==> config.mk <==
export PLATFORM = sky130hd
export DESIGN_NAME = fds_round
export DESIGN_NICKNAME = d
export VERILOG_FILES = /design/src/rtl/core/fds_pkg.sv /design/src/rtl/core/fds_round.sv
export SDC_FILE = /design/constraint.sdc
export NUM_CORES = 1
export LEC_CHECK = 0
export BUFFER_PORTS_ARGS = -buffer_cell sky130_fd_sc_hd__buf_2
export CORE_AREA = 2 2 112 114
export DETAILED_ROUTE_END_ITERATION = 12
export DIE_AREA = 0 0 114 116
export GPL_ROUTABILITY_DRIVEN = 0
export PLACE_DENSITY = 0.71
export SLEW_MARGIN = 20
export SYNTH_ARGS = -nofsm -noshare
export SYNTH_HDL_FRONTEND = slang
export SYNTH_SLANG_ARGS = --single-unit
==> constraint.sdc <==
create_clock -name clk -period 3.31 [get_ports clk]
set_input_delay 0.662 -clock clk [delete_from_list [all_inputs] [get_ports clk]]
set_output_delay 0.662 -clock clk [all_outputs]
set_load 0.005 [all_outputs]
==> src/rtl/core/fds_pkg.sv <==
`default_nettype none

package fds_pkg;

  localparam logic [3:0] MAX_DIGITS = 4'd9;
  localparam logic [30:0] INT_SAT = 31'h7FFF_FFFF;

  // 10^0 .. 10^9, all below 2^30
  localparam logic [29:0] POW10 [10] = '{
    30'd1, 30'd10, 30'd100, 30'd1000, 30'd10000, 30'd100000,
    30'd1000000, 30'd10000000, 30'd100000000, 30'd1000000000
  };

  // after decode: magnitude as Q31.64 split in hi and lo
  typedef struct packed {
    logic        neg;
    logic        ovf;
    logic        zero;
    logic [30:0] hi;
    logic [63:0] lo;
    logic [29:0] p;
  } dec_t;

  // after the two partial products of lo times 10^d
  typedef struct packed {
    logic        neg;
    logic        ovf;
    logic        zero;
    logic [30:0] hi;
    logic [61:0] t0;
    logic [61:0] t1;
    logic [29:0] p;
  } mul_t;

  // after rounding of the scaled fraction
  typedef struct packed {
    logic        neg;
    logic        ovf;
    logic        zero;
    logic [30:0] hi;
    logic [30:0] q;
    logic [29:0] p;
  } rnd_t;

  typedef struct packed {
    logic        negative;
    logic [30:0] integer_part;
    logic [29:0] fraction_digits;
    logic        overflow;
  } res_t;

endpackage

`default_nettype wire

==> src/rtl/core/fds_round.sv <==
`default_nettype none

module fds_round import fds_pkg::*; (
  input  wire logic clk,
  input  wire logic rst,
  input  wire logic in_valid,
  output logic      in_ready,
  input  wire mul_t in_data,
  output logic      out_valid,
  input  wire logic out_ready,
  output rnd_t      out_data
);

  logic [33:0] mid;
  rnd_t        data_next;

  // add half an lsb at bit 63 of the product, keep bits 64 and up
  assign mid = 34'(in_data.t0[61:32]) + 34'(in_data.t1[31:0]) + 34'h8000_0000;

  always_comb begin
    data_next.neg  = in_data.neg;
    data_next.ovf  = in_data.ovf;
    data_next.zero = in_data.zero;
    data_next.hi   = in_data.hi;
    data_next.p    = in_data.p;
    data_next.q    = 31'(in_data.t1[61:32]) + 31'(mid[33:32]);
  end

  assign in_ready = !out_valid || out_ready;

  always_ff @(posedge clk) begin
    if (rst) begin
      out_valid <= 1'b0;
    end else if (in_ready) begin
      out_valid <= in_valid;
    end
  end

  always_ff @(posedge clk) begin
    if (in_ready && in_valid) begin
      out_data <= data_next;
    end
  end

endmodule

`default_nettype wire

After elaboration in Yosys (flattened, before gate mapping)
Index checks and enable logic that the tools add are counted.

Reduce and logical (&&, ||, !) cells: 3. Add/subtract/negate cells: 3.

Operator list (count): 33-bit by 32-bit adder with 34-bit output, second input constant (1); 30-bit by 32-bit adder with 33-bit output (1); 30-bit by 2-bit adder with 31-bit output (1); 1-bit logical AND (1); 1-bit zero test (1); 1-bit logical OR (1).

Word-level logic and storage cells: 13. Register bits after elaboration: 96. Bits of input ports: 192.

Depth between registers and ports, before layout
Gate-level depths: netlist of the first run.

Depth after elaboration: 3. Depth in mapped cells: 13.

Worst setup path after synthesis of the first run
No wires, ideal clock.

Path type: input-to-reg. Start: in out_ready. End: reg out_data[0] in the netlist's numbering (enable). Stages: 2. Setup slack: -0.185 ns. Arrival: 3.030 ns. Data required time: 2.845 ns. Buffers on the path: 0. Cell sequence: nand2b_1 -> and2_1.

Word-level cells in the longest chain between the ends: 2.

RTL lines: start: declaration (line fds_round.sv:10) `input wire logic out_ready,`; 1-bit logical OR (line fds_round.sv:29) `assign in_ready = !out_valid || out_ready;`; 1-bit logical AND (line fds_round.sv:40) `if (in_ready && in_valid) begin`; end signal: assignment (line fds_round.sv:41) `out_data <= data_next;`; end: declaration (line fds_round.sv:11) `output rnd_t out_data`.

Every way passes these cells. A chain may end at the register's enable or synchronous reset.

==> results of run 1 <==
[power breakdown]
group,internal [W],switching (W)
clock network,0.000742,0.000426
logic,0.000166,0.000168
registers,0.00142,0.0000168
[cell usage in the layout (no fill, tap or decap)]
| master | instances |
|---|---|
| nor3b_4 | 1 |
| o22a_1 | 1 |
| nand2_1 | 19 |
| xnor2_1 | 17 |
| inv_6 | 2 |
| xor2_1 | 11 |
| dfxtp_1 | 1 |
| and3_1 | 4 |
| nand2b_1 | 2 |
| nand4_1 | 10 |
| inv_1 | 3 |
| o21ai_0 | 5 |
| buf_2 | 256 |
| nor4_1 | 1 |
| and4_1 | 5 |
| a31o_2 | 1 |
| nor3_2 | 1 |
| edfxtp_1 | 95 |
| a21oi_1 | 15 |
| nor3_1 | 2 |
| and2_4 | 1 |
| nand3_1 | 11 |
| and2_1 | 1 |
| bufinv_16 | 3 |
| nor2_1 | 10 |
| clkbuf_16 | 9 |
| buf_12 | 1 |
| buf_4 | 7 |
| nand4b_1 | 1 |
| nand4_4 | 1 |
| clkbuf_1 | 1 |
| a221oi_1 | 1 |
| clkinv_2 | 1 |
| ha_1 | 32 |
| nor3_4 | 1 |
| a21o_1 | 5 |
[logic make-up after synthesis]
logic type | count (synthesis) | synth area share [%]
and+or+nand+nor | 71 | 10.0
adders and majority gates | 32 | 9.75
buffers and inverters | 3 | 0.274
xor gates and xnor gates | 28 | 5.97
DFF | 96 | 70.0
AOI/OAI and AO/OA | 28 | 3.99
[metal layers]
| layer | up-vias | GRT usage, % |
|---|---|---|
| met3 | 13 | 6.07 |
| li1 | 1549 | - |
| met5 | - | 0 |
| met2 | 159 | 30.9 |
| met4 | 0 | 5.53 |
| met1 | 1497 | 15.2 |
[sequential cells by signal, indices dropped and copies added (netlist names)]
| signal | flops |
|---|---|
| out_data | 95 |
| out_valid | 1 |
[per-stage QoR]
stage | instances | utilization (%) | cell area (um2)
floorplan | 258 | - | 4110
CTS | 685 | 50.3 | 5990
global placement | 669 | 47.4 | 5650
finish | 685 | 50.3 | 5990
detailed placement | 669 | 47.4 | 5650
global route | 685 | 50.3 | 5990
[cell type report]
cell class                      instances  area (um2)  share of cell area, %
Sequential cell                        96        2870                   48.0
Inverter                                3        11.3                  0.188
Multi-Input combinational cell        159        1220                   20.4
Clock buffer                           10         229                   3.82
Timing Repair Buffer                  264        1350                   22.6
Clock inverter                          6         113                   1.88
Tap cell                              147         184                   3.07
[worst max-delay path, stage by stage]
cell,delay (ps)
buf_2,110
ha_1,290
a21oi_1,60
o21ai_0,280
a21oi_1,70
o22a_1,210
a21oi_1,220
ha_1,220
ha_1,150
inv_1,50
nor3_2,280
buf_4,180
nand3_1,80
nor4_1,260
[worst min path at each step]
| stage | start | end | slack, ps | cells after the start |
|---|---|---|---|---|
| final | rst | out_valid | 470 | 2 |
| after floorplan | out_valid | out_valid | 520 | 2 |
| after global routing | rst | out_valid | 460 | 2 |
| after global placement | out_valid | out_valid | 500 | 2 |
| after detailed placement | out_valid | out_valid | 520 | 2 |
| after CTS | rst | out_valid | 460 | 2 |
==> impl_metrics.py, run 1 <==
metrics = {
    "placed_design": {
        "port_buffers": 256,
        "dpl.hpwl_um": 9000,
        "place_ws_ps": -44.9,
    },
    "global_routing": {
        "grt_max_degree": 44,
        "track_usage_pct": 15.9,
        "first_global_vias": 3213,
        "grt-ovfl-total": 0,
        "grt_pass1_wl_um": 15700,
        "antenna_found_initial": 0,
    },
    "sta": {
        "slew_headroom_pct": 69.9,
        "timing.final.crit_share_pct": 90.3,
        "fmax_mhz": 335,
        "setup_tns_ps": 0,
        "layout_setup_ws_ps": 321,
        "finalHoldViolCount": 0,
        "clock_skew_ps": 5.28,
        "final_max_slew_viol_count": 0,
        "hold-worst-slack_ps": 473,
        "fin_crit_ps": 2990,
        "worstMarginPinSlew_ps": 452,
        "setup-violations-final": 0,
        "rsz0062_at_grt": "no",
    },
    "finish": {
        "drive_gt1_share_pct": 53.0,
        "antenna_cells": 0,
        "fill_cells": 1039,
        "areaGrowthSynthToFinish_pct": 45.8,
        "final_nets": 757,
    },
    "critical_path": {
        "worstPathArrival_ps": 3130,
        "required_ps": 3450,
        "rr_startpoint": "out_valid",
        "critPathCapture": "out_data[60]",
        "worstPathMaxFanout": 3,
        "startpoint_type": "input port",
        "setup.worst_path.start": "in_data[43]",
        "timing.rr.end": "out_data[48]",
        "critPathCaptureType": "flop",
        "critPathKind": "in -> reg",
        "ff2ff_path_depth": 3,
        "ff2ff_setup_slack_ps": 1740,
    },
    "flow_run": {
        "cap_violations": 0,
    },
    "route": {
        "routed_via_density": 4.70,
        "drt_iter0_drc": 228,
        "wl_per_cell_um": 16.1,
        "ant_nets": 0,
        "met3_length_um": 1110,
        "drc": 0,
        "wl_met2_um": 5910,
        "met1Wirelength_um": 3790,
        "vias": 3218,
        "routed.top_layer": "met4",
        "dr.pass1.iters": 4,
        "routed_wl_um": 11000,
    },
    "synth": {
        "syn_inst": 258,
        "synth_top_area_share_pct": 69.5,
        "synth_cell_types": 27,
        "yosys_warnings": 0,
        "synth_common_cells": "95 x edfxtp_1, 32 x ha_1, 19 x nand2_1",
        "syn_area_per_cell_um2": 15.9,
        "synth-seq-cells": 96,
        "synth_nets": 482,
        "syn-cell-area_mm2": 0.00411,
        "seq_area_frac_synth_pct": 70.0,
        "ys.flop_type": "edfxtp_1",
        "synth_most_common_cell": "edfxtp_1",
        "synth-edff-count": 95,
        "synthArstFlopShare_pct": 0,
        "ys_top_cells_by_area": "edfxtp_1 69%, ha_1 9.8%, xnor2_1 3.6%",
        "yosys.area.top_type": "edfxtp_1",
    },
    "clock_tree": {
        "clock_latency_ps": 340,
        "clkTransAtPathRegs_ps": 60,
        "cts_tree": "built",
        "cts-resized-gates": 0,
        "cts_num_sinks": 96,
        "root_buffer": "clkbuf_16",
        "cts_inserted_buffers": 9,
        "clk_path_buf_depth": 2,
        "cts_setup_buffers": 0,
        "htreeDepth": 3,
        "cts.hold.buffers_added": 0,
    },
    "status": {
        "outcome": "finished clean",
    },
    "die": {
        "core-area_mm2": 0.0119,
        "row_count": 40,
        "start_util_pct": 34.5,
        "dieWidth_um": 114,
        "ios": 289,
        "die_y_um": 116,
        "die-area_mm2": 0.0132,
    },
    "power_and_ir_drop": {
        "ir_worst_vdd_v": 0.000278,
        "power.density_mw_per_mm2": 492,
        "cellLeakagePower_nw": 2.72,
        "power_w": 0.00294,
    },
    "worst_hold_path": {
        "hold_class": "in -> reg",
    },
}
Note: power is estimated with default switching activity, not from simulation.
==> run 2, diff against run 1 <==
--- a/config.mk
+++ b/config.mk
@@ -10,6 +10,7 @@
 export DETAILED_ROUTE_END_ITERATION = 12
 export DIE_AREA = 0 0 114 116
 export GPL_ROUTABILITY_DRIVEN = 0
+export GPL_TIMING_DRIVEN = 0
 export PLACE_DENSITY = 0.71
 export SLEW_MARGIN = 20
 export SYNTH_ARGS = -nofsm -noshare
==> impl_metrics.py, run 2 (synthesized netlist as in run 1, its figures left out) <==
metrics = {
    "finish": {
        "final_nets": 750,
        "layout_common_cells": "256 x buf_2, 95 x edfxtp_1, 32 x ha_1, 19 x nand2_1, 17 x xnor2_1",
        "postLayoutCellArea_mm2": 0.00587,
        "regArea_mm2": 0.00287,
        "fill_cells": 1048,
        "largest_register_ffs": 95,
        "largest_register": "out_data",
        "top_regs": "out_data (95), out_valid (1)",
        "multiInputGateArea_mm2": 0.00123,
        "areaGrowthSynthToFinish_pct": 43.1,
        "final_common_cell": "buf_2",
        "drive_gt1_share_pct": 52.0,
    },
    "route": {
        "drc": 0,
        "wl_per_cell_um": 16.1,
        "routed_via_density": 4.71,
        "routed_wl_um": 10900,
        "drt_iter0_drc": 158,
        "dr.pass1.iters": 4,
        "ant_nets": 0,
        "vias": 3199,
    },
    "placed_design": {
        "postPlaceCellArea_mm2": 0.00560,
        "dpl.hpwl_um": 9010,
        "place_ws_ps": -183,
        "port_buffers": 256,
    },
    "power_and_ir_drop": {
        "power.share.clock_pct": 34.2,
        "switching_share_pct": 22.3,
        "switchingPower_w": 0.000601,
        "combPwrFrac_pct": 12.3,
        "p_int_w": 0.00210,
        "power_w": 0.00270,
        "cellLeakagePower_nw": 2.66,
        "pwr-share-seq_pct": 53.4,
        "ir_worst_vdd_v": 0.000228,
        "power.density_mw_per_mm2": 460,
    },
    "global_routing": {
        "antenna_found_initial": 1,
        "track_usage_pct": 15.7,
        "grt_pass1_wl_um": 15600,
        "grt_max_degree": 55,
        "grt_use_met2_pct": 31.1,
        "gr-usage-met3_pct": 6.49,
        "grt-ovfl-total": 0,
        "use_met1_pct": 14.1,
        "busiest_layer": "met2",
        "first_global_vias": 3192,
    },
    "critical_path": {
        "path_delay_family": "simple AND/OR/NAND/NOR gates",
        "crit_path_max_incr_delay_ps": 320,
        "cp_slowest_cell": "nor3_4",
        "required_ps": 3390,
        "rr_startpoint": "out_valid",
        "path_cells": "buf_2 -> ha_1 -> nand2_1 -> o21ai_0 -> a21oi_1 -> o22a_1 -> a21oi_1 -> ha_1 -> nand2_1 -> nor3_4 -> nand4_1 -> nor2_1 -> xor2_1",
        "critPathKind": "in -> reg",
        "setup.worst_path.start": "in_data[135]",
        "worstPathMaxFanout": 7,
        "worstPathArrival_ps": 3120,
        "startpoint_type": "input port",
        "crit_buf_inv": 1,
        "critPathCaptureType": "flop",
    },
    "die": {
        "row_count": 40,
        "core-area_mm2": 0.0119,
        "die_y_um": 116,
        "start_util_pct": 34.5,
        "die-area_mm2": 0.0132,
        "ios": 289,
        "dieWidth_um": 114,
    },
    "clock_tree": {
        "clk_path_buf_depth": 2,
        "clkTransAtPathRegs_ps": 60,
        "cts_tree": "built",
        "cts_setup_buffers": 0,
        "root_buffer": "clkbuf_16",
        "clock_latency_ps": 330,
        "cts.hold.buffers_added": 0,
        "cts_num_sinks": 96,
        "htreeDepth": 3,
        "cts_inserted_buffers": 9,
    },
    "sta": {
        "final_max_slew_viol_count": 0,
        "clock_skew_ps": 5.64,
        "fmax_mhz": 330,
        "setup-violations-final": 0,
        "setup_tns_ps": 0,
        "timing.final.crit_share_pct": 91.6,
        "worstMarginPinSlew_ps": 568,
        "finalHoldViolCount": 0,
        "layout_setup_ws_ps": 277,
        "rsz0062_at_grt": "no",
        "fin_crit_ps": 3030,
        "slew_headroom_pct": 62.1,
    },
    "status": {
        "outcome": "finished clean",
    },
    "worst_hold_path": {
        "hold_class": "in -> reg",
        "holdCritStartpoint": "rst",
    },
    "flow_run": {
        "cap_violations": 0,
    },
}
==> run 2: cell count changes in the layout (fill, tap and decap cells not counted), sizes merged <==
cell / delta
buf: -7
bufinv: -3
clkbuf: +1
clkinv: +3
diode: +1
inv: -1
==> run 2: what timing repair did <==
action | 4_1_cts | 5_1_grt
endpoints found under the setup margin | 0 | 1
resized for setup | 0 | 1
endpoints found under the hold margin | 0 | 0
==> run 2: per-layer routing <==
layer / vias to the layer above / wire [um]
met2: 160 / 6010
met1: 1487 / 3580
li1: 1537 / -
met3: 13 / 1170
met5: - / 16
met4: 2 / 147
==> run 2: worst paths after layout <==
path                        to  slack, ps  depth (start not counted)
setup / recovery  out_data[58]        280                         13
hold reg to reg      out_valid        560                          2
hold / removal       out_valid        490                          2
setup reg to reg  out_data[33]       1650                          3
==> run 2: through the flow <==
stage	util, %	instances	hold WS [ps]
final	49.3	679	487
after CTS	49.2	678	475
after detailed placement	47.0	662	530
after floorplan	-	258	522
after global placement	46.8	661	487
after global routing	49.3	678	477
==> run 2: worst reg2reg max path, cell delays in order (launching register included) <==
cell and delay [ps]:
dfxtp_1 320, nand2b_1 120, and2_4 540, buf_16 330
==> run 2: final cells by class <==
class / instances / area share, %
antenna: 1 / 0.0426
clock buffer: 11 / 3.96
clock inverter: 5 / 0.533
inverter: 3 / 0.192
multi-input combinational: 159 / 20.9
sequential: 96 / 48.9
tap: 147 / 3.13
timing repair buffer: 257 / 22.3
==> run 2: power by group through the flow <==
stage | Sequential (W) | Combinational, W | Clock (W)
6_report | 0.00144 | 0.000333 | 0.000924
3_5_place_dp | 0.00147 | 0.000336 | 0
2_1_floorplan | 0.00148 | 0.000102 | 0
4_1_cts | 0.00144 | 0.000338 | 0.000939
5_1_grt | 0.00145 | 0.000371 | 0.000988
3_3_place_gp | 0.00147 | 0.000317 | 0
==> run 3, diff against run 2 <==
--- a/config.mk
+++ b/config.mk
@@ -11,7 +11,7 @@
 export DIE_AREA = 0 0 114 116
 export GPL_ROUTABILITY_DRIVEN = 0
 export GPL_TIMING_DRIVEN = 0
-export PLACE_DENSITY = 0.71
+export PLACE_DENSITY = 0.69
 export SLEW_MARGIN = 20
 export SYNTH_ARGS = -nofsm -noshare
 export SYNTH_HDL_FRONTEND = slang
==> constraint.sdc (replaced) <==
create_clock -name clk -period 3.8 [get_ports clk]
set_input_delay 0.76 -clock clk [delete_from_list [all_inputs] [get_ports clk]]
set_output_delay 0.76 -clock clk [all_outputs]
set_load 0.005 [all_outputs]
==> impl_metrics.py, run 3 (synthesized netlist as in run 1, its figures left out) <==
metrics = {
    "status": {
        "outcome": "finished clean",
    },
    "global_routing": {
        "grt_pass1_wl_um": 15500,
        "first_global_vias": 3156,
        "grt-ovfl-total": 0,
        "track_usage_pct": 15.4,
        "antenna_found_initial": 0,
        "grt_max_degree": 60,
    },
    "worst_hold_path": {
        "holdCritStartpoint": "out_valid",
        "hold_depth": 2,
        "worstHoldEndpoint": "out_valid",
        "hold_class": "reg -> reg",
    },
    "critical_path": {
        "worstPathMaxFanout": 5,
        "startpoint_type": "input port",
        "cp_slowest_cell": "nor3_2",
        "ff2ff_setup_slack_ps": 2190,
        "critPathCaptureType": "flop",
        "required_ps": 3890,
        "timing.rr.end": "out_data[19]",
        "cp_common_cell": "ha_1",
        "ff2ff_path_depth": 3,
        "critPathKind": "in -> reg",
        "rr_startpoint": "out_valid",
        "path_cells": "buf_2 -> ha_1 -> a21oi_1 -> o21ai_0 -> a221oi_1 -> and3_1 -> a21oi_1 -> ha_1 -> ha_1 -> inv_1 -> nor3_2 -> nand3_1 -> nor2_1 -> xor2_1",
        "worstPathArrival_ps": 3290,
        "crit_path_max_incr_delay_ps": 490,
    },
    "sta": {
        "slew_headroom_pct": 62.7,
        "fmax_mhz": 313,
        "setup_tns_ps": 0,
        "setup-violations-final": 0,
        "fin_crit_ps": 3200,
        "timing.final.crit_share_pct": 84.1,
        "clock_skew_ps": 7.97,
        "final_max_slew_viol_count": 0,
        "rsz0062_at_grt": "no",
        "finalHoldViolCount": 0,
        "worstMarginPinSlew_ps": 557,
    },
    "route": {
        "ant_nets": 0,
        "drt_iter0_drc": 299,
        "routed_via_density": 4.68,
        "routed_wl_um": 10600,
        "dr.pass1.iters": 4,
        "drc": 0,
        "wl_per_cell_um": 15.7,
        "vias": 3174,
    },
    "finish": {
        "largest_register": "out_data",
        "areaGrowthSynthToFinish_pct": 43.3,
        "layout_common_cells": "256 x buf_2, 95 x edfxtp_1, 32 x ha_1, 19 x nand2_1, 17 x xnor2_1",
        "final_nets": 750,
        "top_regs": "out_data (95), out_valid (1)",
        "final_common_cell": "buf_2",
        "antenna_cells": 0,
        "largest_register_ffs": 95,
        "fin_util_pct": 49.4,
        "fill_cells": 1049,
        "drive_gt1_share_pct": 52.4,
    },
    "clock_tree": {
        "cts_setup_buffers": 0,
        "clock_latency_ps": 330,
        "htreeDepth": 3,
        "cts_num_sinks": 96,
        "root_buffer": "clkbuf_16",
        "clkTransAtPathRegs_ps": 70,
        "cts_inserted_buffers": 9,
        "cts.hold.buffers_added": 0,
        "clk_path_buf_depth": 2,
        "cts-resized-gates": 0,
        "cts_tree": "built",
    },
    "die": {
        "dieWidth_um": 114,
        "die_y_um": 116,
        "die-area_mm2": 0.0132,
        "row_count": 40,
        "core-area_mm2": 0.0119,
        "ios": 289,
        "start_util_pct": 34.5,
    },
    "placed_design": {
        "port_buffers": 256,
        "dpl.hpwl_um": 8680,
    },
    "flow_run": {
        "cap_violations": 0,
    },
    "power_and_ir_drop": {
        "cellLeakagePower_nw": 2.65,
        "ir_worst_vdd_v": 0.000186,
        "power.density_mw_per_mm2": 405,
    },
}
## run 3: metal layers
metal	GRT usage [%]	wire [um]	vias to the layer above
li1	-	-	1537
met1	15.9	3650	1439
met2	27.6	5370	178
met3	6.59	1310	20
met4	6.26	289	0
met5	0	0	-
## run 3: final cells by class
class,instances,area (um2),area share [%]
multi-input combinational,159,1220,20.8
timing repair buffer,257,1310,22.3
clock inverter,6,52.6,0.893
inverter,3,11.3,0.191
clock buffer,10,229,3.89
sequential,96,2870,48.8
tap,147,184,3.13
## run 3: worst max-delay path by stage
stage,start,endpoint,slack [ps],cells after the start
5_1_grt,in_data[41],out_data[56],320,14
4_1_cts,in_data[47],out_data[56],550,14
6_report,in_data[47],out_data[56],600,14
3_3_place_gp,out_ready,out_data[85],-560,3
3_5_place_dp,in_data[141],out_data[56],200,14
2_1_floorplan,out_ready,out_data[0],210,2
## run 3: report_power, final
part	internal [W]	switching [W]
sequential	0.00124	0.0000137
combinational	0.000145	0.000145
clock	0.000453	0.000386
total	0.00184	0.000544
## run 3: worst max-delay path, delay by kind of cell
| kind | cells | cell delay (ps) |
|---|---|---|
| AOI/OAI and AO/OA | 4 | 620 |
| xor gates and xnor gates | 1 | 70 |
| adders and majority gates | 3 | 630 |
| buffers and inverters | 2 | 150 |
| and+or+nand+nor | 4 | 1030 |
## run 3: stage by stage
step,hold slack [ps],instance area [um2],setup slack (ps),instances,power (W)
2_1_floorplan,522,4110,207,258,0.00138
3_3_place_gp,484,5570,-564,661,0.00156
3_5_place_dp,517,5600,195,662,0.00157
4_1_cts,527,5880,554,678,0.00241
5_1_grt,562,5880,323,678,0.00248
6_report,523,5880,603,678,0.00238
